`src/rtl/core/cpio_pkg.sv`:
```
// ----------------------------------------------------------------------------
// cpio_pkg
// Types, codes and lookup functions shared by the cpio newc walker.
// ----------------------------------------------------------------------------
package cpio_pkg;

    localparam int CPIO_NAME_MAX = 32;

    localparam int HDR_LAST    = 109;
    localparam int FSIZE_FIRST = 54;
    localparam int NSIZE_FIRST = 94;
    localparam int FIELD_DIGITS = 8;
    localparam int MAGIC_LEN   = 6;
    localparam int TRAILER_LEN = 10;
    localparam int TARGET_MAX  = 32;

    // configuration register indexes
    localparam logic [2:0] CFG_WALK_MODE     = 3'd0;
    localparam logic [2:0] CFG_TARGET_0      = 3'd1;
    localparam logic [2:0] CFG_TARGET_1      = 3'd2;
    localparam logic [2:0] CFG_TARGET_2      = 3'd3;
    localparam logic [2:0] CFG_TARGET_3      = 3'd4;
    localparam logic [2:0] CFG_TARGET_LENGTH = 3'd5;

    typedef enum logic [2:0] {
        EV_SIZE      = 3'd0,
        EV_CHAR      = 3'd1,
        EV_FILE      = 3'd2,
        EV_TRAILER   = 3'd3,
        EV_BAD_MAGIC = 3'd4,
        EV_NOT_FOUND = 3'd5
    } t_event;

    typedef struct packed {
        logic [7:0] archive_byte;
        logic       restart;
    } t_in_item;

    typedef struct packed {
        logic [2:0]  event_res;
        logic [7:0]  char_value;
        logic [31:0] entry_size;
        logic        name_truncated;
        logic        last;
    } t_out_item;

    // controller to datapath
    typedef struct packed {
        logic   accept;
        logic   restart;
        logic   adv_align;
        logic   hdr_step;
        logic   ld_name;
        logic   name_step;
        logic   ld_data;
        logic   data_step;
        logic   clr_header;
        logic   out_load;
        t_event out_ev;
        logic   run_start;
        logic   run_adv;
    } t_dp_cmd;

    // datapath to controller
    typedef struct packed {
        logic out_free;
        logic mode;
        logic magic_bad;
        logic hdr_done;
        logic nsize_zero;
        logic fin;
        logic fin_trailer;
        logic rem_one;
        logic fsize_zero;
        logic align_wrap;
        logic tm_next;
        logic run_empty;
        logic run_last;
    } t_dp_status;

    function automatic logic [7:0] magic_char(input logic [2:0] idx);
        logic [7:0] ch;
        case (idx)
            3'd1:    ch = "7";
            3'd3:    ch = "7";
            3'd5:    ch = "1";
            default: ch = "0";
        endcase
        return ch;
    endfunction

    function automatic logic [7:0] trailer_char(input logic [3:0] idx);
        logic [7:0] ch;
        case (idx)
            4'd0:    ch = "T";
            4'd1:    ch = "R";
            4'd2:    ch = "A";
            4'd3:    ch = "I";
            4'd4:    ch = "L";
            4'd5:    ch = "E";
            4'd6:    ch = "R";
            default: ch = "!";
        endcase
        return ch;
    endfunction

    // non-hex digits count as zero
    function automatic logic [3:0] hex_value(input logic [7:0] c);
        logic [3:0] v;
        v = 4'd0;
        if (c >= "0" && c <= "9") v = 4'(c - "0");
        else if (c >= "a" && c <= "f") v = 4'(c - "a" + 8'd10);
        else if (c >= "A" && c <= "F") v = 4'(c - "A" + 8'd10);
        return v;
    endfunction

endpackage

```
`src/rtl/core/cpio_ctrl.sv`:
```
// ----------------------------------------------------------------------------
// cpio_ctrl
// Walker controller: archive phase sequencing and name run emission.
// ----------------------------------------------------------------------------
module cpio_ctrl import cpio_pkg::*; (
    input  logic       i_clk,
    input  logic       i_rst_n,
    input  logic       i_in_valid,
    input  logic       i_restart,
    output logic       o_in_stall,
    input  t_dp_status i_status,
    output t_dp_cmd    o_cmd
);

    typedef enum logic [6:0] {
        S_HEADER = 7'b0000001,
        S_NAME   = 7'b0000010,
        S_NPAD   = 7'b0000100,
        S_DATA   = 7'b0001000,
        S_DPAD   = 7'b0010000,
        S_DONE   = 7'b0100000,
        S_EMIT   = 7'b1000000
    } t_state;

    t_state r_state, n_state, r_ret, n_ret, es, ph;
    t_state de_st, sd_st, nbd_st;
    logic   accept, de_clr, sd_clr, nbd_clr, nbd_ld, run;

    assign o_in_stall = (r_state == S_EMIT) || !i_status.out_free;
    assign accept     = i_in_valid && !o_in_stall;
    assign es         = (accept && i_restart) ? S_HEADER : r_state;

    // end-of-data, start-of-data and end-of-name follow-ups
    always_comb begin
        de_clr = !i_status.tm_next && i_status.align_wrap;
        de_st  = i_status.tm_next ? S_DONE : (i_status.align_wrap ? S_HEADER : S_DPAD);
        sd_st  = i_status.fsize_zero ? de_st : S_DATA;
        sd_clr = i_status.fsize_zero && de_clr;
        nbd_st = i_status.align_wrap ? sd_st : S_NPAD;
        nbd_ld = i_status.align_wrap;
        nbd_clr = i_status.align_wrap && sd_clr;
    end

    always_comb begin
        o_cmd = '0;
        o_cmd.out_ev = EV_SIZE;
        o_cmd.accept = accept;
        o_cmd.restart = accept && i_restart;
        n_state = r_state;
        n_ret = r_ret;
        ph = r_state;
        run = 1'b0;
        if (r_state == S_EMIT) begin
            // drain the buffered name, one character per free output slot
            if (i_status.out_free) begin
                o_cmd.out_load = 1'b1;
                o_cmd.out_ev   = EV_CHAR;
                o_cmd.run_adv  = 1'b1;
                if (i_status.run_last) n_state = r_ret;
            end
        end else if (accept) begin
            o_cmd.adv_align = (es != S_DONE);
            case (es)
                S_HEADER: begin
                    o_cmd.hdr_step = 1'b1;
                    if (i_status.magic_bad) begin
                        o_cmd.out_load = 1'b1;
                        o_cmd.out_ev   = EV_BAD_MAGIC;
                        n_state = S_DONE;
                    end else if (i_status.hdr_done) begin
                        o_cmd.ld_name = 1'b1;
                        if (i_status.nsize_zero) begin
                            if (!i_status.mode) o_cmd.out_load = 1'b1;
                            o_cmd.ld_data = nbd_ld;
                            o_cmd.clr_header = nbd_clr;
                            n_state = nbd_st;
                        end else begin
                            n_state = S_NAME;
                        end
                    end else begin
                        n_state = S_HEADER;
                    end
                end
                S_NAME: begin
                    o_cmd.name_step = 1'b1;
                    if (i_status.fin && i_status.fin_trailer) begin
                        o_cmd.out_load = 1'b1;
                        o_cmd.out_ev = i_status.mode ? EV_NOT_FOUND : EV_TRAILER;
                        n_state = S_DONE;
                    end else begin
                        ph = S_NAME;
                        if (i_status.fin && !i_status.mode) begin
                            o_cmd.out_load = 1'b1;
                            run = !i_status.run_empty;
                        end
                        if (i_status.rem_one) begin
                            ph = nbd_st;
                            o_cmd.ld_data = nbd_ld;
                            o_cmd.clr_header = nbd_clr;
                        end
                        o_cmd.run_start = run;
                        if (run) begin
                            n_state = S_EMIT;
                            n_ret = ph;
                        end else begin
                            n_state = ph;
                        end
                    end
                end
                S_NPAD: begin
                    if (i_status.align_wrap) begin
                        o_cmd.ld_data = 1'b1;
                        o_cmd.clr_header = sd_clr;
                        n_state = sd_st;
                    end
                end
                S_DATA: begin
                    o_cmd.data_step = 1'b1;
                    if (i_status.tm_next) begin
                        o_cmd.out_load = 1'b1;
                        o_cmd.out_ev = EV_FILE;
                    end
                    if (i_status.rem_one) begin
                        o_cmd.clr_header = de_clr;
                        n_state = de_st;
                    end
                end
                S_DPAD: begin
                    if (i_status.align_wrap) begin
                        o_cmd.clr_header = 1'b1;
                        n_state = S_HEADER;
                    end
                end
                default: n_state = S_DONE;
            endcase
        end
    end

    // advance the controller state
    always_ff @(posedge i_clk) begin
        if (!i_rst_n) begin
            r_state <= S_HEADER;
            r_ret <= S_HEADER;
        end else begin
            r_state <= n_state;
            r_ret <= n_ret;
        end
    end

    // a stopped walk stays stopped until a restart byte
    a_done_holds: assert property (@(posedge i_clk) disable iff (!i_rst_n)
        (r_state == S_DONE && accept && !i_restart) |=> (r_state == S_DONE))
        else $error("walk left the stopped state without a restart");

    // a result is only loaded into a free output register
    a_load_free: assert property (@(posedge i_clk) disable iff (!i_rst_n)
        o_cmd.out_load |-> i_status.out_free)
        else $error("result loaded over a pending result");

    // a name run starts only from the name phase
    a_emit_entry: assert property (@(posedge i_clk) disable iff (!i_rst_n)
        (r_state != S_EMIT && n_state == S_EMIT) |-> (r_state == S_NAME))
        else $error("name run entered outside the name phase");

    // input is never taken while a name run drains
    a_no_accept_run: assert property (@(posedge i_clk) disable iff (!i_rst_n)
        (r_state == S_EMIT) |-> !o_cmd.hdr_step && !o_cmd.name_step && !o_cmd.data_step)
        else $error("archive byte consumed during a name run");

endmodule

```
`config.mk`:
```
export PLATFORM = sky130hd
export DESIGN_NAME = cpio_ctrl
export DESIGN_NICKNAME = d
export VERILOG_FILES = /design/src/rtl/core/cpio_pkg.sv /design/src/rtl/core/cpio_ctrl.sv
export SDC_FILE = /design/constraint.sdc
export NUM_CORES = 1
export LEC_CHECK = 0
export BUFFER_PORTS_ARGS = -buffer_cell sky130_fd_sc_hd__buf_2
export CAP_MARGIN = 10
export CELL_PAD_IN_SITES_DETAIL_PLACEMENT = 1
export CELL_PAD_IN_SITES_GLOBAL_PLACEMENT = 1
export CORE_ASPECT_RATIO = 2
export CORE_MARGIN = 2
export CORE_UTILIZATION = 37
export CTS_CLUSTER_SIZE = 20
export DETAILED_ROUTE_END_ITERATION = 6
export GPL_TIMING_DRIVEN = 1
export PLACE_DENSITY = 0.81
export SETUP_SLACK_MARGIN = 0.5
export SLEW_MARGIN = 0
export SYNTH_ARGS = -nofsm -noshare
export SYNTH_HDL_FRONTEND = slang
export SYNTH_SLANG_ARGS = --single-unit
```
`constraint.sdc`:
```
create_clock -name i_clk -period 2.8 [get_ports i_clk]
set_clock_uncertainty 0.1 [all_clocks]
set_input_delay 0.28 -clock i_clk [delete_from_list [all_inputs] [get_ports i_clk]]
set_output_delay 0.28 -clock i_clk [all_outputs]
set_load 0.02 [all_outputs]
```
### After elaboration in Yosys (flattened, before gate mapping)

Index checks and enable logic that the tools add are counted.

| word-level totals | value |
|---|---|
| bits in registers | 14 |
| input bits | 17 |
| output and inout port bits | 16 |
| word-level logic and storage cells | 94 |

| cells by class | value |
|---|---|
| equal/unequal tests | 12 |
| multiplexer cells | 62 |
| bitwise gates (word level) | 2 |
| reductions and logical operators | 16 |

Operator list:

| cell | count |
|---|---|
| 2-to-1 mux 7 bit | 12 |
| 2-to-1 mux 6 bit | 6 |
| case mux 7 bit (5 select lines) | 1 |
| 2-to-1 mux 1 bit | 29 |
| 2-to-1 mux 12 bit | 1 |
| 2-to-1 mux 4 bit | 3 |
| case mux 4 bit (3 select lines) | 1 |
| 2-to-1 mux 3 bit | 3 |
| inequality test 3 bit, second input constant | 3 |
| == test 7 x 1 -> 1 bit, second input constant | 1 |
| == test 7 x 2 -> 1 bit, second input constant | 1 |
| == test 7 x 3 -> 1 bit, second input constant | 1 |
| == test 7 x 4 -> 1 bit, second input constant | 1 |
| == test 7 x 5 -> 1 bit, second input constant | 1 |
| == test 7 bit, second input constant | 1 |
| logical AND 1 bit | 7 |
| inequality test 7 x 6 -> 1 bit, second input constant | 1 |
| 2-to-1 mux 2 bit | 3 |
| AND reduction 6 bit | 1 |
| zero test 1 bit | 5 |
| 2-to-1 mux 5 bit | 1 |
| case mux 1 bit (5 select lines) | 1 |
| AND reduction 5 bit | 1 |
| inequality test 2 bit, second input constant | 2 |
| 4 further kinds | 5 |

### Longest topological paths before layout

Gate-level depths: netlist of run 1.

| logic depth | value |
|---|---|
| word-level depth | 15 |
| gate-level depth with buffers | 7 |
| gate-level depth less buffers | 5 |

### Least setup slack after synthesis of run 1

No wires, ideal clock.

| path | value |
|---|---|
| path kind | reg2out |
| start point | register r_state[2] |
| end point | output port o_cmd[5] (netlist bit) |
| arrival | 2,035 ps |
| required time | 2,420 ps |
| setup slack | 385 ps |
| stages on the path, launching flop included | 7 |
| buffers on the path | 1 |
| path through | dfxtp_1 -> buf_6 -> or4_4 -> o31a_4 -> nor2_4 -> o21ai_1 -> o21ai_0 |

RTL lines:

| element | RTL line | source |
|---|---|---|
| start, declared | cpio_ctrl.sv:25 | `t_state r_state, n_state, r_ret, n_ret, es, ph;` |
| start signal, assigned | cpio_ctrl.sv:145 | `r_state <= n_state;` |
| end, declared | cpio_ctrl.sv:12 | `output t_dp_cmd o_cmd` |

==> flow_summary.json, run 1 <==
{
  "synth_top_family_by_area": "simple AND/OR/NAND/NOR gates",
  "pin_count": 33,
  "ant_nets": 0,
  "die_w_um": 45.7,
  "coreArea_um2": 3340,
  "syn_area_per_cell_um2": 6.98,
  "setup_tns_ns": 0,
  "async_reset_ff_share_pct": 0,
  "hpwl_um": 4040,
  "port_buffers": 32,
  "cts_root_buf": "clkbuf_8",
  "avgViaCountPerCell": 6.52,
  "cp-start-kind": "flop",
  "min_to": "r_ret[0]$_SDFFE_PN1P_",
  "reg2regPathDepth": 7,
  "hp-start": "i_rst_n",
  "cp-end-kind": "primary output",
  "dieArea_um2": 3990,
  "finalHoldViolations": 0,
  "remaining_drc_errors": 0,
  "cts_buffer_depth": 2,
  "syn-num-nets": 201,
  "synth-simple-area-share_pct": 40.3,
  "fin_cells": 261,
  "via_count": 1702,
  "critPathKind": "flop to primary output",
  "start_util_pct": 38.5,
  "yosysWarnings": 0,
  "vdd_drop_max_v": 0.000337,
  "leakagePower_nw": 0.731,
  "synth_flop_cell": "dfxtp_1",
  "worst_setup_hold_path_clk_slew_ns": 0.05,
  "hold_class": "input pin to flop",
  "syn-cell-area_um2": 1280,
  "cap_violations": 0,
  "place_congestion": 0.943,
  "insertion_delay_ns": 0.24,
  "cp_slowest_cell": "nor4_4",
  "grt_pass1_wl_um": 8680,
  "crit_family": "simple AND/OR/NAND/NOR gates",
  "grt_max_degree": 12,
  "gr-usage-all-layers_pct": 30.3,
  "grt_setup_unrepaired": "yes",
  "routed_wl_um": 5780,
  "grt.overflow.total": 0,
  "cts_tree": "yes",
  "die_h_um": 87.3,
  "p_per_area_nw_per_um2": 343,
  "min_path_cells": 2,
  "synth_compound_area_share_pct": 28.6,
  "synth.top_cell.area_share_pct": 20.3,
  "dp.cells": 241,
  "cp.required_ns": 2.42,
  "synth_mux_area_share_pct": 2.43,
  "min_period_ns": 2.52,
  "cts_sinks": 13,
  "wl_per_cell_um": 22.1,
  "status": "finished, final reports clean",
  "drt_iter0_markers": 47,
  "synth_cells": 184,
  "post_route_cells_drive_above_1_share_pct": 39.3,
  "r2r-start": "r_state[1]$_SDFFE_PN0P_",
  "row_count": 30,
  "crit_arrival_ns": 2.14,
  "antenna_found_initial": 0,
  "synth-xor-area-share_pct": 0.682,
  "synth_seq_area_share_pct": 20.3,
  "fmax_mhz": 397,
  "drv_slew": 0,
  "path_cells": "buf_12, nor4_4, a21oi_1, nor2_1, nand2_1, a31oi_4, buf_4",
  "nets": 247,
  "path_max_fanout": 7,
  "synth.distinct_cells": 55,
  "cts.htree.levels": 1,
  "period_share_pct": 90.0,
  "antennaDiodeCount": 0,
  "reg2reg_slack_ns": 0.33,
  "hold_ws_ns": 0.207,
  "netlist_top_cells_area": "dfxtp_1 20%, nand2_1 6.1%, nor2_1 6.1%",
  "synth_edf_count": 0,
  "yosys.area.top_type": "dfxtp_1",
  "synthAdderAreaFrac_pct": 0,
  "cts_buffers": 3,
  "crit_buf_inv": 2,
  "dr.pass1.iters": 4,
  "slew-limit-headroom_pct": 50.4,
  "setup_violations": 0,
  "grt_pass1_vias": 1824,
  "worst_pin_slew_ns": 0.742,
  "r2r-end": "r_state[5]$_SDFFE_PN0P_",
  "crit_path_max_incr_delay_ns": 0.47,
  "area_delta_synth_final_pct": 40.6,
  "synth_seq_cells": 13
}
==> how the worst max path moves through the flow <==
stage                to  cells past startpoint                    start
6_report       o_cmd[6]                      7  r_state[1]$_SDFFE_PN0P_
5_1_grt        o_cmd[6]                      7  r_state[1]$_SDFFE_PN0P_
4_1_cts        o_cmd[6]                      6  r_state[1]$_SDFFE_PN0P_
3_5_place_dp   o_cmd[6]                      6  r_state[2]$_SDFFE_PN0P_
3_3_place_gp   o_cmd[6]                      6  r_state[2]$_SDFFE_PN0P_
2_1_floorplan  o_cmd[3]                      6  r_state[2]$_SDFFE_PN0P_
==> cell usage after synthesis (3+ instances only) <==
master	number
o21ai_0	11
nand4_1	3
a21oi_1	11
nand3_1	10
nor4_2	3
clkbuf_1	4
nand2_1	21
nor2b_1	4
and2_1	4
inv_1	10
a31oi_1	5
buf_2	3
nor3_1	9
dfxtp_1	13
nor2_1	21
==> what timing repair did <==
action,CTS,global route
hold buffers,0,0
pin swaps,6,1
buffers inserted,12,4
endpoints found under the setup margin,11,14
gates resized for setup,28,13
==> cell type report <==
class / instances / area (µm²)
Multi-Input combinational cell: 150 / 1060
Timing Repair Buffer: 52 / 352
Tap cell: 32 / 40.0
Sequential cell: 13 / 274
Inverter: 10 / 37.5
Fill cell: 436 / 1530
Clock buffer: 4 / 45.0
==> through the flow <==
stage                     worst slack [ns]  util, %  power (mW)  cell area (µm²)
final                                0.281     54.1       0.619             1810
after global routing                 0.196     54.1       0.645             1810
after CTS                            0.297     51.5       0.594             1720
after detailed placement             0.325     44.0       0.380             1470
after global placement               0.381     44.0       0.374             1470
after floorplan                      0.532        -       0.321             1300
==> logic make-up after synthesis <==
family	count (synthesis)
buffers and inverters	21
AO/OA/AOI/OAI	53
AND/OR/NAND/NOR	93
XOR/XNOR	1
multiplexers	3
flip-flops	13
==> power by group <==
group / total, mW / switching (mW) / leakage [nW] / internal, mW
logic: 0.249 / 0.143 / 0.600 / 0.106
clock network: 0.164 / 0.0636 / 0.0228 / 0.100
registers: 0.206 / 0.0154 / 0.109 / 0.191
==> layer usage <==
layer,up-vias,part of all wire [%],global-route usage (%)
li1,772,-,-
met1,822,32,27.5
met2,72,56,52.9
met3,36,4.1,4.56
met4,0,7.5,27.3
met5,-,0,0
==> flip-flops by register name, indices dropped and copies added (netlist names) <==
register and count:
r_ret 6, r_state 7
==> layout by cell type, fill, tap and decap left out, types with 4 or more instances in the layout <==
cell type	count
nand3_1	9
and2_1	4
buf_2	25
nor2_1	20
dfxtp_1	8
o21ai_0	9
inv_1	10
nor3_1	7
buf_4	23
nand2_1	20
nor2b_1	4
a21oi_1	10
Note: power is estimated with default switching activity, not from simulation.
==> inputs of run 2 (changes only) <==
- clock period: 2.8 -> 2.32 ns (I/O delays scaled with it)
==> run 2 against run 1 <==
Effect of this change:
- die area is the same
- global-route usage grew 7.0 points
- final area grew 19%
- routed wire length rose by 28%
- combinational power grew 60%
- the run now ends with setup timing left
- utilization up 10 points
- clock-buffer cell count fell by 1
- critical endpoint is now o_cmd[5]
- critical path type unchanged
- worst setup slack got worse by 0.42 ns
- clock power is 28% higher
- register-to-register slack worse by 0.36 ns
- sequential power rose by 18%
- critical path depth unchanged
==> flow_summary.json, run 2 (synthesis gave the netlist of run 1 again) <==
{
  "routed_wl_um": 7400,
  "row_count": 30,
  "cp-end-kind": "primary output",
  "path_max_fanout": 4,
  "post_route_cells_drive_above_1_share_pct": 50.8,
  "largest_reg_flops": 7,
  "cts_buffer_depth": 2,
  "holdBufCountCts": 0,
  "start_util_pct": 38.5,
  "hp-start": "i_rst_n",
  "vdd_drop_max_v": 0.000394,
  "min_period_ns": 2.46,
  "p_comb_share_pct": 46.7,
  "seqPwrFrac_pct": 28.6,
  "slew-limit-headroom_pct": 58.6,
  "dr.pass1.iters": 4,
  "place_congestion": 0.916,
  "cap_violations": 0,
  "violations": "setup timing",
  "nets": 266,
  "crit_arrival_ns": 2.13,
  "pin_count": 33,
  "setup_violations": 7,
  "remaining_drc_errors": 0,
  "grt_max_degree": 12,
  "cts_tree": "yes",
  "hpwl_um": 4560,
  "cts_sinks": 13,
  "cts_buffers": 3,
  "ant_nets": 0,
  "wl_per_cell_um": 26.4,
  "gr-usage-all-layers_pct": 37.3,
  "setup_tns_ns": -0.645,
  "via_count": 1914,
  "port_buffers": 32,
  "layout_common_cells": "32 x buf_4, 21 x buf_2, 19 x nand2_1, 19 x nor2_1, 16 x buf_6",
  "drt_iter0_markers": 94,
  "leakagePower_nw": 0.865,
  "switching_share_pct": 38.4,
  "worst_slack_ns": -0.141,
  "cts.htree.levels": 1,
  "grt_setup_unrepaired": "yes",
  "grt_pass1_wl_um": 10500,
  "fmax_mhz": 406,
  "grt_pass1_vias": 1935,
  "coreArea_um2": 3340,
  "period_share_pct": 106,
  "finalHoldViolations": 0,
  "status": "finished with violations",
  "antennaDiodeCount": 0,
  "cts_root_buf": "clkbuf_8",
  "top_regs": "r_state x7, r_ret x6",
  "cp.required_ns": 1.99,
  "antenna_found_initial": 0,
  "insertion_delay_ns": 0.25,
  "avgViaCountPerCell": 6.84,
  "final_common_cell": "buf_4",
  "die_w_um": 45.7,
  "design_area_um2": 2150,
  "dieArea_um2": 3990,
  "critPathKind": "flop to primary output",
  "area_delta_synth_final_pct": 67.3,
  "cp-startpoint": "r_state[1]$_SDFFE_PN0P_",
  "worst_pin_slew_ns": 0.619,
  "r2r-start": "r_state[1]$_SDFFE_PN0P_",
  "worst_setup_hold_path_clk_slew_ns": 0.06,
  "die_h_um": 87.3,
  "drv_slew": 0,
  "grt.overflow.total": 0,
  "fin_util_pct": 64.3,
  "registers.top_by_ff_count": "r_state",
  "power_switching_uw": 328,
  "hold_class": "input pin to flop",
  "p_int_uw": 525,
  "p_per_area_nw_per_um2": 397,
  "place_area_um2": 1620,
  "cp-start-kind": "flop",
  "pwr-share-clk_pct": 24.6
}
run 2: cell types whose count changed in the layout (fill, tap and decap cells not counted), moves of 3 or more:
cell     delta
buf_6      +13
nor4_2      -3
o21ai_1     +3
buf_4       +9
o21ai_0     -4
buf_2       -4
run 2: power groups by stage:
stage / logic, mW / registers (mW) / clock network (mW)
final: 0.399 / 0.244 / 0.210
after global routing: 0.414 / 0.244 / 0.216
after CTS: 0.337 / 0.242 / 0.202
after detailed placement: 0.253 / 0.245 / 0
after global placement: 0.244 / 0.244 / 0
after floorplan: 0.161 / 0.241 / 0
run 2: worst max-delay path, cell delays in order (launching register included):
cell and delay (ns):
dfxtp_1 0.31, or4_4 0.54, o31a_4 0.34, nor2_4 0.17, buf_12 0.13, o21ai_4 0.08, o21ai_2 0.16, buf_6 0.14
run 2: per-stage QoR:
stage | hold WS (ns) | setup WS, ns | cells | power [mW]
after global placement | 0.315 | 0.0849 | 251 | 0.489
final | 0.164 | -0.141 | 280 | 0.853
after detailed placement | 0.336 | -0.0210 | 251 | 0.498
after floorplan | 0.310 | 0.105 | 184 | 0.402
after CTS | 0.162 | -0.142 | 274 | 0.781
after global routing | 0.176 | -0.181 | 280 | 0.874
run 2: metal layers:
metal | share of wire (%) | wire (µm) | track usage, %
met4 | 9.2 | 682 | 26.7
met2 | 53 | 3900 | 65.9
met3 | 5.5 | 405 | 6.85
met1 | 33 | 2420 | 35.7
met5 | 0 | 0 | 0
run 2: timing repair:
item | 4_1_cts | 5_1_grt
gates resized for setup | 51 | 24
pin swaps | 10 | 6
setup endpoints to repair | 29 | 29
setup buffers | 18 | 6
cloned | 1 | 0
hold endpoints to repair | 0 | 0
run 2: cell type report:
type | instances | area, µm²
clock buffer | 3 | 41.3
tap | 32 | 40.0
fill | 392 | 1190
clock inverter | 1 | 5.00
inverter | 10 | 40.0
sequential | 13 | 268
timing repair buffer | 70 | 546
multi-input combinational | 151 | 1210
run 2: final timing paths:
| kind | end | slack [ns] | cells past startpoint |
|---|---|---|---|
| setup / recovery | o_cmd[5] | -0.14 | 7 |
| hold / removal | r_ret[0]$_SDFFE_PN1P_ | 0.16 | 2 |
| setup reg to reg | r_state[5]$_SDFFE_PN0P_ | -0.03 | 7 |
| hold reg to reg | r_ret[4]$_SDFFE_PN0P_ | 0.36 | 2 |
