$ cat config.mk
export PLATFORM = sky130hd
export DESIGN_NAME = cpio_dp
export DESIGN_NICKNAME = d
export VERILOG_FILES = /design/src/rtl/core/cpio_pkg.sv /design/src/rtl/core/cpio_dp.sv
export SDC_FILE = /design/constraint.sdc
export NUM_CORES = 2
export LEC_CHECK = 0
export BUFFER_PORTS_ARGS = -buffer_cell sky130_fd_sc_hd__buf_2
export CAP_MARGIN = 40
export CORE_MARGIN = 4
export CORE_UTILIZATION = 55
export DETAILED_ROUTE_END_ITERATION = 12
export HOLD_SLACK_MARGIN = 0.15
export PLACE_DENSITY = 0.72
export RECOVER_POWER = 100
export REMOVE_ABC_BUFFERS = 1
export SKIP_LAST_GASP = 1
export SYNTH_ARGS = -nofsm -noshare
export SYNTH_HDL_FRONTEND = slang
export SYNTH_SLANG_ARGS = --single-unit
$ cat constraint.sdc
create_clock -name i_clk -period 4.6 [get_ports i_clk]
set_input_delay 0.23 -clock i_clk [delete_from_list [all_inputs] [get_ports i_clk]]
set_output_delay 0.23 -clock i_clk [all_outputs]
set_load 0.01 [all_outputs]
$ cat src/rtl/core/cpio_pkg.sv
// ----------------------------------------------------------------------------
// cpio_pkg
// Types, codes and lookup functions shared by the cpio newc walker.
// ----------------------------------------------------------------------------
package cpio_pkg;

    localparam int CPIO_NAME_MAX = 32;

    localparam int HDR_LAST    = 109;
    localparam int FSIZE_FIRST = 54;
    localparam int NSIZE_FIRST = 94;
    localparam int FIELD_DIGITS = 8;
    localparam int MAGIC_LEN   = 6;
    localparam int TRAILER_LEN = 10;
    localparam int TARGET_MAX  = 32;

    // configuration register indexes
    localparam logic [2:0] CFG_WALK_MODE     = 3'd0;
    localparam logic [2:0] CFG_TARGET_0      = 3'd1;
    localparam logic [2:0] CFG_TARGET_1      = 3'd2;
    localparam logic [2:0] CFG_TARGET_2      = 3'd3;
    localparam logic [2:0] CFG_TARGET_3      = 3'd4;
    localparam logic [2:0] CFG_TARGET_LENGTH = 3'd5;

    typedef enum logic [2:0] {
        EV_SIZE      = 3'd0,
        EV_CHAR      = 3'd1,
        EV_FILE      = 3'd2,
        EV_TRAILER   = 3'd3,
        EV_BAD_MAGIC = 3'd4,
        EV_NOT_FOUND = 3'd5
    } t_event;

    typedef struct packed {
        logic [7:0] archive_byte;
        logic       restart;
    } t_in_item;

    typedef struct packed {
        logic [2:0]  event_res;
        logic [7:0]  char_value;
        logic [31:0] entry_size;
        logic        name_truncated;
        logic        last;
    } t_out_item;

    // controller to datapath
    typedef struct packed {
        logic   accept;
        logic   restart;
        logic   adv_align;
        logic   hdr_step;
        logic   ld_name;
        logic   name_step;
        logic   ld_data;
        logic   data_step;
        logic   clr_header;
        logic   out_load;
        t_event out_ev;
        logic   run_start;
        logic   run_adv;
    } t_dp_cmd;

    // datapath to controller
    typedef struct packed {
        logic out_free;
        logic mode;
        logic magic_bad;
        logic hdr_done;
        logic nsize_zero;
        logic fin;
        logic fin_trailer;
        logic rem_one;
        logic fsize_zero;
        logic align_wrap;
        logic tm_next;
        logic run_empty;
        logic run_last;
    } t_dp_status;

    function automatic logic [7:0] magic_char(input logic [2:0] idx);
        logic [7:0] ch;
        case (idx)
            3'd1:    ch = "7";
            3'd3:    ch = "7";
            3'd5:    ch = "1";
            default: ch = "0";
        endcase
        return ch;
    endfunction

    function automatic logic [7:0] trailer_char(input logic [3:0] idx);
        logic [7:0] ch;
        case (idx)
            4'd0:    ch = "T";
            4'd1:    ch = "R";
            4'd2:    ch = "A";
            4'd3:    ch = "I";
            4'd4:    ch = "L";
            4'd5:    ch = "E";
            4'd6:    ch = "R";
            default: ch = "!";
        endcase
        return ch;
    endfunction

    // non-hex digits count as zero
    function automatic logic [3:0] hex_value(input logic [7:0] c);
        logic [3:0] v;
        v = 4'd0;
        if (c >= "0" && c <= "9") v = 4'(c - "0");
        else if (c >= "a" && c <= "f") v = 4'(c - "a" + 8'd10);
        else if (c >= "A" && c <= "F") v = 4'(c - "A" + 8'd10);
        return v;
    endfunction

endpackage

$ cat src/rtl/core/cpio_dp.sv
// ----------------------------------------------------------------------------
// cpio_dp
// Walker datapath: header counters, size parse, name buffer and matching,
// configuration registers and the output register.
// ----------------------------------------------------------------------------
module cpio_dp import cpio_pkg::*; #(
    parameter int NAME_MAX = CPIO_NAME_MAX
) (
    input  logic       i_clk,
    input  logic       i_rst_n,
    input  t_in_item   i_in_data,
    input  t_dp_cmd    i_cmd,
    output t_dp_status o_status,
    input  logic       i_cfg_we,
    input  logic [2:0] i_cfg_idx,
    input  logic [63:0] i_cfg_data,
    output logic       o_out_valid,
    input  logic       i_out_stall,
    output t_out_item  o_out_data
);

    localparam int IW  = $clog2(NAME_MAX);
    localparam int NCW = $clog2(NAME_MAX + 1);

    logic         r_mode;
    logic [255:0] r_target;
    logic [5:0]   r_tlen;

    logic [6:0]   r_hc, e_hc, n_hc;
    logic [31:0]  r_ns, e_ns, n_ns;
    logic [31:0]  r_fs, e_fs, n_fs;
    logic [31:0]  r_rem, e_rem, n_rem;
    logic [1:0]   r_align, e_align, n_align;
    logic [NCW-1:0] r_nc, e_nc, n_nc;
    logic         r_tm, e_tm, n_tm;
    logic         r_trm, e_trm, n_trm;
    logic         r_ne, e_ne, n_ne;
    logic         r_run_trunc, n_run_trunc;
    logic [IW-1:0] r_rd_ptr, n_rd_ptr;
    logic [7:0]   r_rd_data;
    logic [7:0]   mem [NAME_MAX];

    logic         r_out_valid;
    t_out_item    r_out;
    logic         out_free;

    logic [7:0]   c;
    logic [31:0]  p, f_len;
    logic         add, tgt_ok, trl_ok, tm_a, trm_a, f_tm, f_trm, fin_n, fin_h;
    logic         fin_trunc, tm_fin, wr_en, run_last;
    logic [NCW-1:0] nc_a;
    logic [7:0]   tchar;

    assign c = i_in_data.archive_byte;

    // apply restart to the walk state before the byte is used
    always_comb begin
        e_hc    = i_cmd.restart ? '0 : r_hc;
        e_ns    = i_cmd.restart ? '0 : r_ns;
        e_fs    = i_cmd.restart ? '0 : r_fs;
        e_rem   = i_cmd.restart ? '0 : r_rem;
        e_align = i_cmd.restart ? '0 : r_align;
        e_nc    = i_cmd.restart ? '0 : r_nc;
        e_tm    = i_cmd.restart ? 1'b1 : r_tm;
        e_trm   = i_cmd.restart ? 1'b1 : r_trm;
        e_ne    = i_cmd.restart ? 1'b0 : r_ne;
    end

    // name character checks
    assign p      = r_ns - r_rem;
    assign tchar  = r_target[{p[4:0], 3'b000} +: 8];
    assign add    = !r_ne && (c != 8'd0);
    assign tgt_ok = (p < 32'(TARGET_MAX)) && (p < {26'd0, r_tlen}) && (c == tchar);
    assign trl_ok = (p < 32'(TRAILER_LEN)) && (c == trailer_char(p[3:0]));
    assign tm_a   = r_tm && !(add && !tgt_ok);
    assign trm_a  = r_trm && !(add && !trl_ok);
    assign wr_en  = i_cmd.name_step && add && (p < 32'(NAME_MAX));
    assign nc_a   = wr_en ? NCW'(p) + NCW'(1) : r_nc;
    assign fin_n  = !r_ne && ((c == 8'd0) || (r_rem == 32'd1));
    assign fin_h  = i_cmd.ld_name && (n_ns == 32'd0);

    // decide the name: zero-length name at header end, or in the name phase
    always_comb begin
        if (i_cmd.name_step) begin
            f_len = (c == 8'd0) ? p : r_ns;
            f_tm  = tm_a;
            f_trm = trm_a;
        end else begin
            f_len = 32'd0;
            f_tm  = 1'b1;
            f_trm = 1'b1;
        end
    end
    assign fin_trunc = f_len > 32'(NAME_MAX);
    assign tm_fin    = r_mode && f_tm && (f_len == {26'd0, r_tlen});

    // next walk state
    always_comb begin
        n_hc = e_hc;
        n_ns = e_ns;
        n_fs = e_fs;
        n_rem = e_rem;
        n_align = e_align;
        n_nc = e_nc;
        n_tm = e_tm;
        n_trm = e_trm;
        n_ne = e_ne;
        n_run_trunc = r_run_trunc;
        if (i_cmd.adv_align) n_align = e_align + 2'd1;
        if (i_cmd.hdr_step) begin
            if (e_hc >= 7'(FSIZE_FIRST) && e_hc < 7'(FSIZE_FIRST + FIELD_DIGITS))
                n_fs = {e_fs[27:0], hex_value(c)};
            if (e_hc >= 7'(NSIZE_FIRST) && e_hc < 7'(NSIZE_FIRST + FIELD_DIGITS))
                n_ns = {e_ns[27:0], hex_value(c)};
            n_hc = e_hc + 7'd1;
        end
        if (i_cmd.ld_name) begin
            n_rem = n_ns;
            n_nc  = '0;
            n_tm  = fin_h ? tm_fin : 1'b1;
            n_trm = 1'b1;
            n_ne  = fin_h;
            if (fin_h) n_run_trunc = fin_trunc;
        end
        if (i_cmd.name_step) begin
            n_rem = r_rem - 32'd1;
            n_nc  = nc_a;
            n_trm = trm_a;
            n_tm  = fin_n ? tm_fin : tm_a;
            n_ne  = r_ne || fin_n;
            if (fin_n) n_run_trunc = fin_trunc;
        end
        if (i_cmd.data_step) n_rem = e_rem - 32'd1;
        if (i_cmd.ld_data) n_rem = n_fs;
        if (i_cmd.clr_header) begin
            n_hc = '0;
            n_ns = '0;
            n_fs = '0;
        end
    end

    // hold walk state
    always_ff @(posedge i_clk) begin
        if (!i_rst_n) begin
            r_hc <= '0;
            r_ns <= '0;
            r_fs <= '0;
            r_rem <= '0;
            r_align <= '0;
            r_nc <= '0;
            r_tm <= 1'b1;
            r_trm <= 1'b1;
            r_ne <= 1'b0;
            r_run_trunc <= 1'b0;
        end else if (i_cmd.accept) begin
            r_hc <= n_hc;
            r_ns <= n_ns;
            r_fs <= n_fs;
            r_rem <= n_rem;
            r_align <= n_align;
            r_nc <= n_nc;
            r_tm <= n_tm;
            r_trm <= n_trm;
            r_ne <= n_ne;
            r_run_trunc <= n_run_trunc;
        end
    end

    // configuration writes
    always_ff @(posedge i_clk) begin
        if (!i_rst_n) begin
            r_mode <= 1'b0;
            r_target <= '0;
            r_tlen <= '0;
        end else if (i_cfg_we) begin
            case (i_cfg_idx)
                CFG_WALK_MODE:     r_mode <= i_cfg_data[0];
                CFG_TARGET_0:      r_target[63:0] <= i_cfg_data;
                CFG_TARGET_1:      r_target[127:64] <= i_cfg_data;
                CFG_TARGET_2:      r_target[191:128] <= i_cfg_data;
                CFG_TARGET_3:      r_target[255:192] <= i_cfg_data;
                CFG_TARGET_LENGTH: r_tlen <= i_cfg_data[5:0];
                default: ;
            endcase
        end
    end

    // name buffer: one write port, one registered read with write bypass
    always_comb begin
        n_rd_ptr = r_rd_ptr;
        if (i_cmd.run_start) n_rd_ptr = '0;
        else if (i_cmd.run_adv) n_rd_ptr = r_rd_ptr + IW'(1);
    end

    always_ff @(posedge i_clk) begin
        if (wr_en) mem[p[IW-1:0]] <= c;
        if (wr_en && (p[IW-1:0] == n_rd_ptr)) r_rd_data <= c;
        else r_rd_data <= mem[n_rd_ptr];
    end

    always_ff @(posedge i_clk) begin
        if (!i_rst_n) r_rd_ptr <= '0;
        else r_rd_ptr <= n_rd_ptr;
    end

    assign run_last = (NCW'(r_rd_ptr) + NCW'(1)) == r_nc;

    // output register
    assign out_free = !r_out_valid || !i_out_stall;

    always_ff @(posedge i_clk) begin
        if (!i_rst_n) r_out_valid <= 1'b0;
        else if (i_cmd.out_load) r_out_valid <= 1'b1;
        else if (out_free) r_out_valid <= 1'b0;
    end

    always_ff @(posedge i_clk) begin
        if (i_cmd.out_load) begin
            r_out.event_res      <= i_cmd.out_ev;
            r_out.char_value     <= 8'd0;
            r_out.entry_size     <= 32'd0;
            r_out.name_truncated <= 1'b0;
            r_out.last           <= 1'b0;
            case (i_cmd.out_ev)
                EV_SIZE: begin
                    r_out.entry_size     <= e_fs;
                    r_out.name_truncated <= fin_trunc;
                end
                EV_CHAR: begin
                    r_out.char_value     <= r_rd_data;
                    r_out.name_truncated <= r_run_trunc;
                    r_out.last           <= run_last;
                end
                EV_FILE: begin
                    r_out.char_value <= c;
                    r_out.last       <= (e_rem == 32'd1);
                end
                default: ;
            endcase
        end
    end

    assign o_out_valid = r_out_valid;
    assign o_out_data  = r_out;

    // status
    always_comb begin
        o_status.out_free    = out_free;
        o_status.mode        = r_mode;
        o_status.magic_bad   = (e_hc < 7'(MAGIC_LEN)) && (c != magic_char(e_hc[2:0]));
        o_status.hdr_done    = (e_hc == 7'(HDR_LAST));
        o_status.nsize_zero  = (n_ns == 32'd0);
        o_status.fin         = fin_n;
        o_status.fin_trailer = f_trm && (f_len == 32'(TRAILER_LEN));
        o_status.rem_one     = (e_rem == 32'd1);
        o_status.fsize_zero  = (e_fs == 32'd0);
        o_status.align_wrap  = (e_align == 2'd3);
        o_status.tm_next     = n_tm;
        o_status.run_empty   = (n_nc == '0);
        o_status.run_last    = run_last;
    end

endmodule

# == After elaboration in Yosys (flattened, before gate mapping) ==
# Memory sizes are Yosys's and may differ from the RTL's. A register that Yosys moved wholly into a read port is not among the register bits.
# Cells that the tools add are included.
# totals
n_memories,1
register_bits,429
mem_bits_rw,256
# mem_list
memory,depth,width,read_ports,rd_ports_with_merged_regs,wr,line_no,text
mem,32,8,1,1,1,cpio_dp.sv:41,logic [7:0] mem [NAME_MAX];
# classes
n_mux,55
n_reduce_logical,50
eq_ne,26
addsub,13
order_cmp,15
shift,1
# ops
operator,count
32-bit 2-to-1 mux,15
256-bit by 9-bit indexed part select with 8-bit output,1
"32-bit by 1-bit == test with 1-bit output, second input constant",2
32-bit logical NOT,2
"32-bit by 1-bit subtractor with 32-bit output, second input constant",2
7-bit case mux with 6 select lines,1
"32-bit by 4-bit == test with 1-bit output, second input constant",1
32-bit by 6-bit == test with 1-bit output,1
"32-bit by 6-bit > comparator with 1-bit output, second input constant",1
"32-bit by 4-bit < comparator with 1-bit output, second input constant",1
32-bit by 6-bit < comparator with 1-bit output,1
"32-bit by 6-bit < comparator with 1-bit output, second input constant",1
32-bit subtractor,1
6-bit 2-to-1 mux,4
1-bit logical AND,21
1-bit 2-to-1 mux,21
7-bit 2-to-1 mux,3
"8-bit by 7-bit greater-or-equal comparator with 1-bit output, second input constant",2
"8-bit by 7-bit <= comparator with 1-bit output, second input constant",2
8-bit case mux with 2 select lines,1
2-bit AND reduction,7
"3-bit by 2-bit == test with 1-bit output, second input constant",4
"4-bit by 3-bit == test with 1-bit output, second input constant",3
4-bit 2-to-1 mux,3
38 further kinds,59

# == Depth between registers and ports, before layout ==
# depth
word_depth,14
mapped_depth,19
mapped_depth_nobuf,16

# == Worst setup path before layout ==
# Ideal clock, no wire load.
# synth_timing
path_type,reg2out
startpoint,register r_rem[0]
endpoint,output o_status[6] (netlist name)
n_path_buf,3
required_ps,4370
path_stages_with_launch,19
slack_ps,366
arrival_time_ps,4004
path_cell_list,dfxtp_1 ha_1 inv_1 fa_1 clkbuf_1 buf_1 inv_1 clkbuf_1 ha_1 nand2_1 nand2_1 nor2_1 xnor2_1 a32oi_1 o32ai_1 nand4_1 nor2_1 o31ai_1 nor3_1
# synth_lines
item,line_no,text
from (decl),cpio_dp.sv:32,"logic [31:0] r_rem, e_rem, n_rem;"
from (signal assigned),cpio_dp.sv:159,r_rem <= n_rem;
to (decl),cpio_dp.sv:13,"output t_dp_status o_status,"

==> key figures <==
Global routing
  • Global-route met1 utilization: roughly two fifths
  • GR Layer Usage met3: 5.31%
  • GR Layer Usage met2: about 47%
  • Maximum number of pins on one net before global-route repair: approximately 160
  • Initial antenna violation count: 4
  • All-layer global routing usage: 29.0%
  • Gr ovfl total: 0
  • First-pass GRT wire length: 155,000 um
  • Most congested layer reported by global routing: met2
  • Via count of the first global-routing pass: about 27,000

Clock network
  • Clock Root Buffer: clkbuf_16
  • Clock latency of the later-clocked register in the worst-skew pair: about 630 ps
  • Bufs on Longest Clock Path: 3
  • Clock net sink count: between 600 and 700
  • Clock input transition at the sequential cells of the worst setup and hold paths: 60 ps
  • Clock buffers created by TritonCTS: a little over 70
  • Clock tree from TritonCTS: done
  • H-Tree Depth: 3

Floorplanning
  • Die Outline Area: between 60,000 and 70,000 um^2
  • Top-Level Pins: 154
  • Floorplan die width: roughly 260 um
  • # rows: 91
  • Total core area: slightly above 60,000 um^2
  • Starting Density: between 50% and 60%
  • Overall die height: about 260 um

Min path
  • Cell depth of the worst hold path: 2
  • Endpoint with the worst hold slack: mem[19][3]
  • Hold Path Class: input port to flip-flop
  • Start point of the worst hold path: i_in_data[4]

Drt
  • ANT nets after route: 0
  • DR vias/cell: 6.15
  • Via count: about 28,000
  • Post-detailed-routing wire length: between 90,000 and 100,000 um
  • Number of optimization iterations in the first detailed-route pass: 8
  • Average detailed-routed wire length per instance: between 20 and 25 um
  • Initial drt markers: 2,927
  • Drc violations: 0

Outcome
  • Run status: finished, violations left
  • Failing checks: capacitance limit, slew limit, setup timing

Synth
  • Top post-synthesis cells by area: edfxtp_1 (26%), dfxtp_1 (22%), mux4_2 (9.0%), nand2_1 (8.1%), a21boi_0 (5.6%)
  • Cell taking the most area after synthesis: edfxtp_1
  • Top flip-flop cell by instance count after synthesis: dfxtp_1
  • Number of enable-type register cells in the synthesized netlist: roughly 300
  • Netlist area before placement: about 35,000 um^2
  • Post-synthesis cell count: 3,457
  • Count of distinct cell types in the synthesized netlist: between 90 and 100
  • Sequential cell area fraction in the yosys report: between 40% and 50%
  • Share of Yosys cell area claimed by the top area cell type: about a quarter
  • Mean cell area of the mapped netlist: between 10 and 15 um^2
  • Yosys reg bits: 690
  • Count of synthesis-stage warnings from yosys: 0
  • Async set-or-reset flop fraction in the synthesized netlist: 0%

Power and ir drop
  • Static leakage: around 14 nW
  • Overall power after layout: around 14 mW
  • Worst IR drop on VDD: roughly 0.00038 V
  • Power per cell area: about 350 nW/um^2

Setup path
  • Worst R2R Start: r_ns[0]
  • Register-to-register path setup slack: about 160 ps
  • Setup Crit Path Kind: flip-flop to output port
  • Required time reported for the critical path endpoint: ~4400 ps
  • Worst reg-to-reg path cell count: 19
  • Type of element capturing the critical path: output port
  • Crit Reg-Reg Endpoint: mem[12][4]
  • Cell breakdown of the critical path: inv_2, ha_4, inv_2, fa_2, a211oi_2, buf_4, nor4_4, nor2_2, xnor2_2, a2111oi_4, o2111ai_2, or4b_4, or3_4, nor2_4, o31ai_2, nor3_2, buf_4, buf_6
  • Bufs and invs on worst path: 5
  • Category of cells accounting for the largest share of critical-path delay: simple AND/OR/NAND/NOR gates
  • CP max-delay cell: or4b_4
  • Critical path arrival: about 4500 ps
  • Delay of the slowest cell on the worst path: 540 ps
  • Max FO, Critical Path: 3
  • Category of the worst setup path launch point: flip-flop

STA
  • Setup repair after global routing missed its margin: yes
  • Headroom to the max-slew limit: -121%
  • Max Transition Viols Final: roughly 760
  • Fmax: roughly 210 MHz
  • Period utilisation layout: 102%
  • Hold violation total from the final report: 0
  • Number of failing setup endpoints in the final timing report: 3
  • Post-Route Setup TNS: -289 ps
  • Final critical path time including I/O delays and setup: around 4700 ps
  • Pin slew with the least headroom to its limit: 3310 ps
  • Final worst slack: -107 ps
  • Final Skew: roughly 36 ps

Job
  • Max cap viols: 15

Layout
  • Number of nets in the layout: just under 4,000
  • Relative area change from synthesis to final layout: 17.0%
  • Number of fill cells in the layout: 4,855
  • Fraction of final layout cells sized beyond drive strength 1: between 10% and 20%

Placement
  • Half-perimeter wire length of the detailed placement result: approximately 66,000 um
  • Placer's final routability congestion estimate: approximately 0.94
  • I/O Buffers: about 150
-- what timing repair did --
action | in CTS | in global routing
hold endpoints to repair | 316 | 0
pin swaps | 27 | 29
resized for setup | 98 | 35
hold buffers | 83 | 0
buffers inserted | 17 | 17
gates cloned | 1 | 0
endpoints found under the setup margin | 3 | 3
-- cell usage after synthesis, types with 6 or more instances --
| library cell | instances |
|---|---|
| o31ai_1 | 16 |
| edfxtp_1 | 301 |
| a311oi_1 | 6 |
| nand3_1 | 82 |
| a211oi_1 | 19 |
| nor3_1 | 54 |
| inv_1 | 71 |
| or2_2 | 6 |
| a21boi_0 | 259 |
| and3_1 | 12 |
| a31oi_1 | 22 |
| o22ai_1 | 17 |
| a21oi_1 | 105 |
| nand2_1 | 750 |
| nor4_1 | 28 |
| buf_1 | 33 |
| o21ai_0 | 129 |
| o211a_1 | 11 |
| ha_1 | 54 |
| or3_1 | 7 |
| nor2_1 | 153 |
| buf_2 | 9 |
| and2_1 | 71 |
| o211ai_1 | 40 |
| o21a_1 | 11 |
| clkbuf_1 | 193 |
| o2111ai_1 | 9 |
| xor2_1 | 21 |
| a32oi_1 | 12 |
| xnor2_1 | 40 |
| dfxtp_1 | 389 |
| nor2b_1 | 89 |
| nand2b_1 | 6 |
| mux4_2 | 138 |
| buf_4 | 7 |
| a22oi_1 | 60 |
| nand4_1 | 37 |
| mux2i_1 | 76 |
-- cells in the final DEF (no fill, tap or decap), drive strengths merged, types with 12 or more instances in the layout --
cell / count
a22oi: 60
xor2: 21
nand4: 37
buf: 241
nor2b: 89
o22ai: 17
dfxtp: 389
mux2i: 76
inv: 78
nor2: 154
a32oi: 12
nor3: 55
a21boi: 260
edfxtp: 301
clkinv: 20
nor4: 33
clkbuf: 182
mux4: 138
o31ai: 16
ha: 54
dlygate4sd3: 83
nand2: 750
a211oi: 21
and2: 71
o211ai: 40
and3: 14
a31oi: 22
a21oi: 107
nand3: 83
xnor2: 41
o21ai: 132
-- report_power, final --
part | internal, mW | switching, mW | leakage [nW]
clock network | 3.44 | 2.43 | 1.14
registers | 6.48 | 0.0688 | 5.89
logic | 0.718 | 1.09 | 6.74
-- cells by family after synthesis --
| logic type | count (synthesis) | share of synthesized area, % |
|---|---|---|
| buffers and inverters | 327 | 3.88 |
| AND/OR/NAND/NOR | 1332 | 17.4 |
| multiplexers | 216 | 11.2 |
| XOR/XNOR | 62 | 1.62 |
| flip-flops | 690 | 48.5 |
| AO/OA/AOI/OAI | 775 | 15.5 |
| adder cells (fa/ha/maj) | 55 | 2.00 |
-- stage by stage --
stage          utilization (%)  instance area, um^2  setup WS (ps)  cells  hold slack, ps
5_1_grt                   65.5                40600           -242   4584             289
2_1_floorplan                -                33700          -5630   3205             302
3_5_place_dp              59.4                36800           59.3   4339             456
4_1_cts                   65.5                40600          -24.4   4566             195
3_3_place_gp              59.1                36700            170   4331             447
6_report                  65.5                40600           -107   4584             302
-- worst max-delay path by stage --
stage,startpoint,cells after the start,end,slack [ps]
finish,r_ns[0],18,o_status[6],-110
global route,r_ns[0],18,o_status[6],-240
CTS,r_ns[0],15,o_status[2],-20
detailed placement,r_rem[17],13,mem[13][5],60
global placement,r_rem[8],14,mem[12][5],170
floorplan,i_cmd[13],9,r_fs[11],-5630
-- worst reg2reg max path: cells and delay by family, from the launching register on --
family          cells  cell delay [ps]
buf+inv             7              830
simple gates        7             1610
fa+ha+maj           2              490
flops               1              320
compound gates      3              840
-- layout make-up --
cell class                 count  area [um^2]  share of cell area, %
multi-input combinational   2440        17100                   42.0
sequential                   690        16800                   41.5
timing repair buffer         415         3010                   7.41
clock buffer                  92         1940                   4.77
tap                          837         1050                   2.58
clock inverter                34          425                   1.05
inverter                      75          287                  0.705
antenna                        1         2.50                0.00616
-- routing by layer --
layer  vias to the layer above  share of wire [%]
li1                      13000                  -
met1                     13700                 42
met2                      1299                 47
met3                       202                8.6
met4                         6                2.9
met5                         -              0.034
-- flip-flops by register name, indices dropped and copies added, names as in the netlist, 5 cells and up, named ones only --
| register | cells |
|---|---|
| mem | 256 |
| r_target | 256 |
| o_out_data | 45 |
| r_fs | 32 |
| r_ns | 32 |
| r_rem | 32 |
| r_hc | 7 |
| r_nc | 6 |
| r_tlen | 6 |
| r_rd_ptr | 5 |
(Power assumes the default switching activity.)
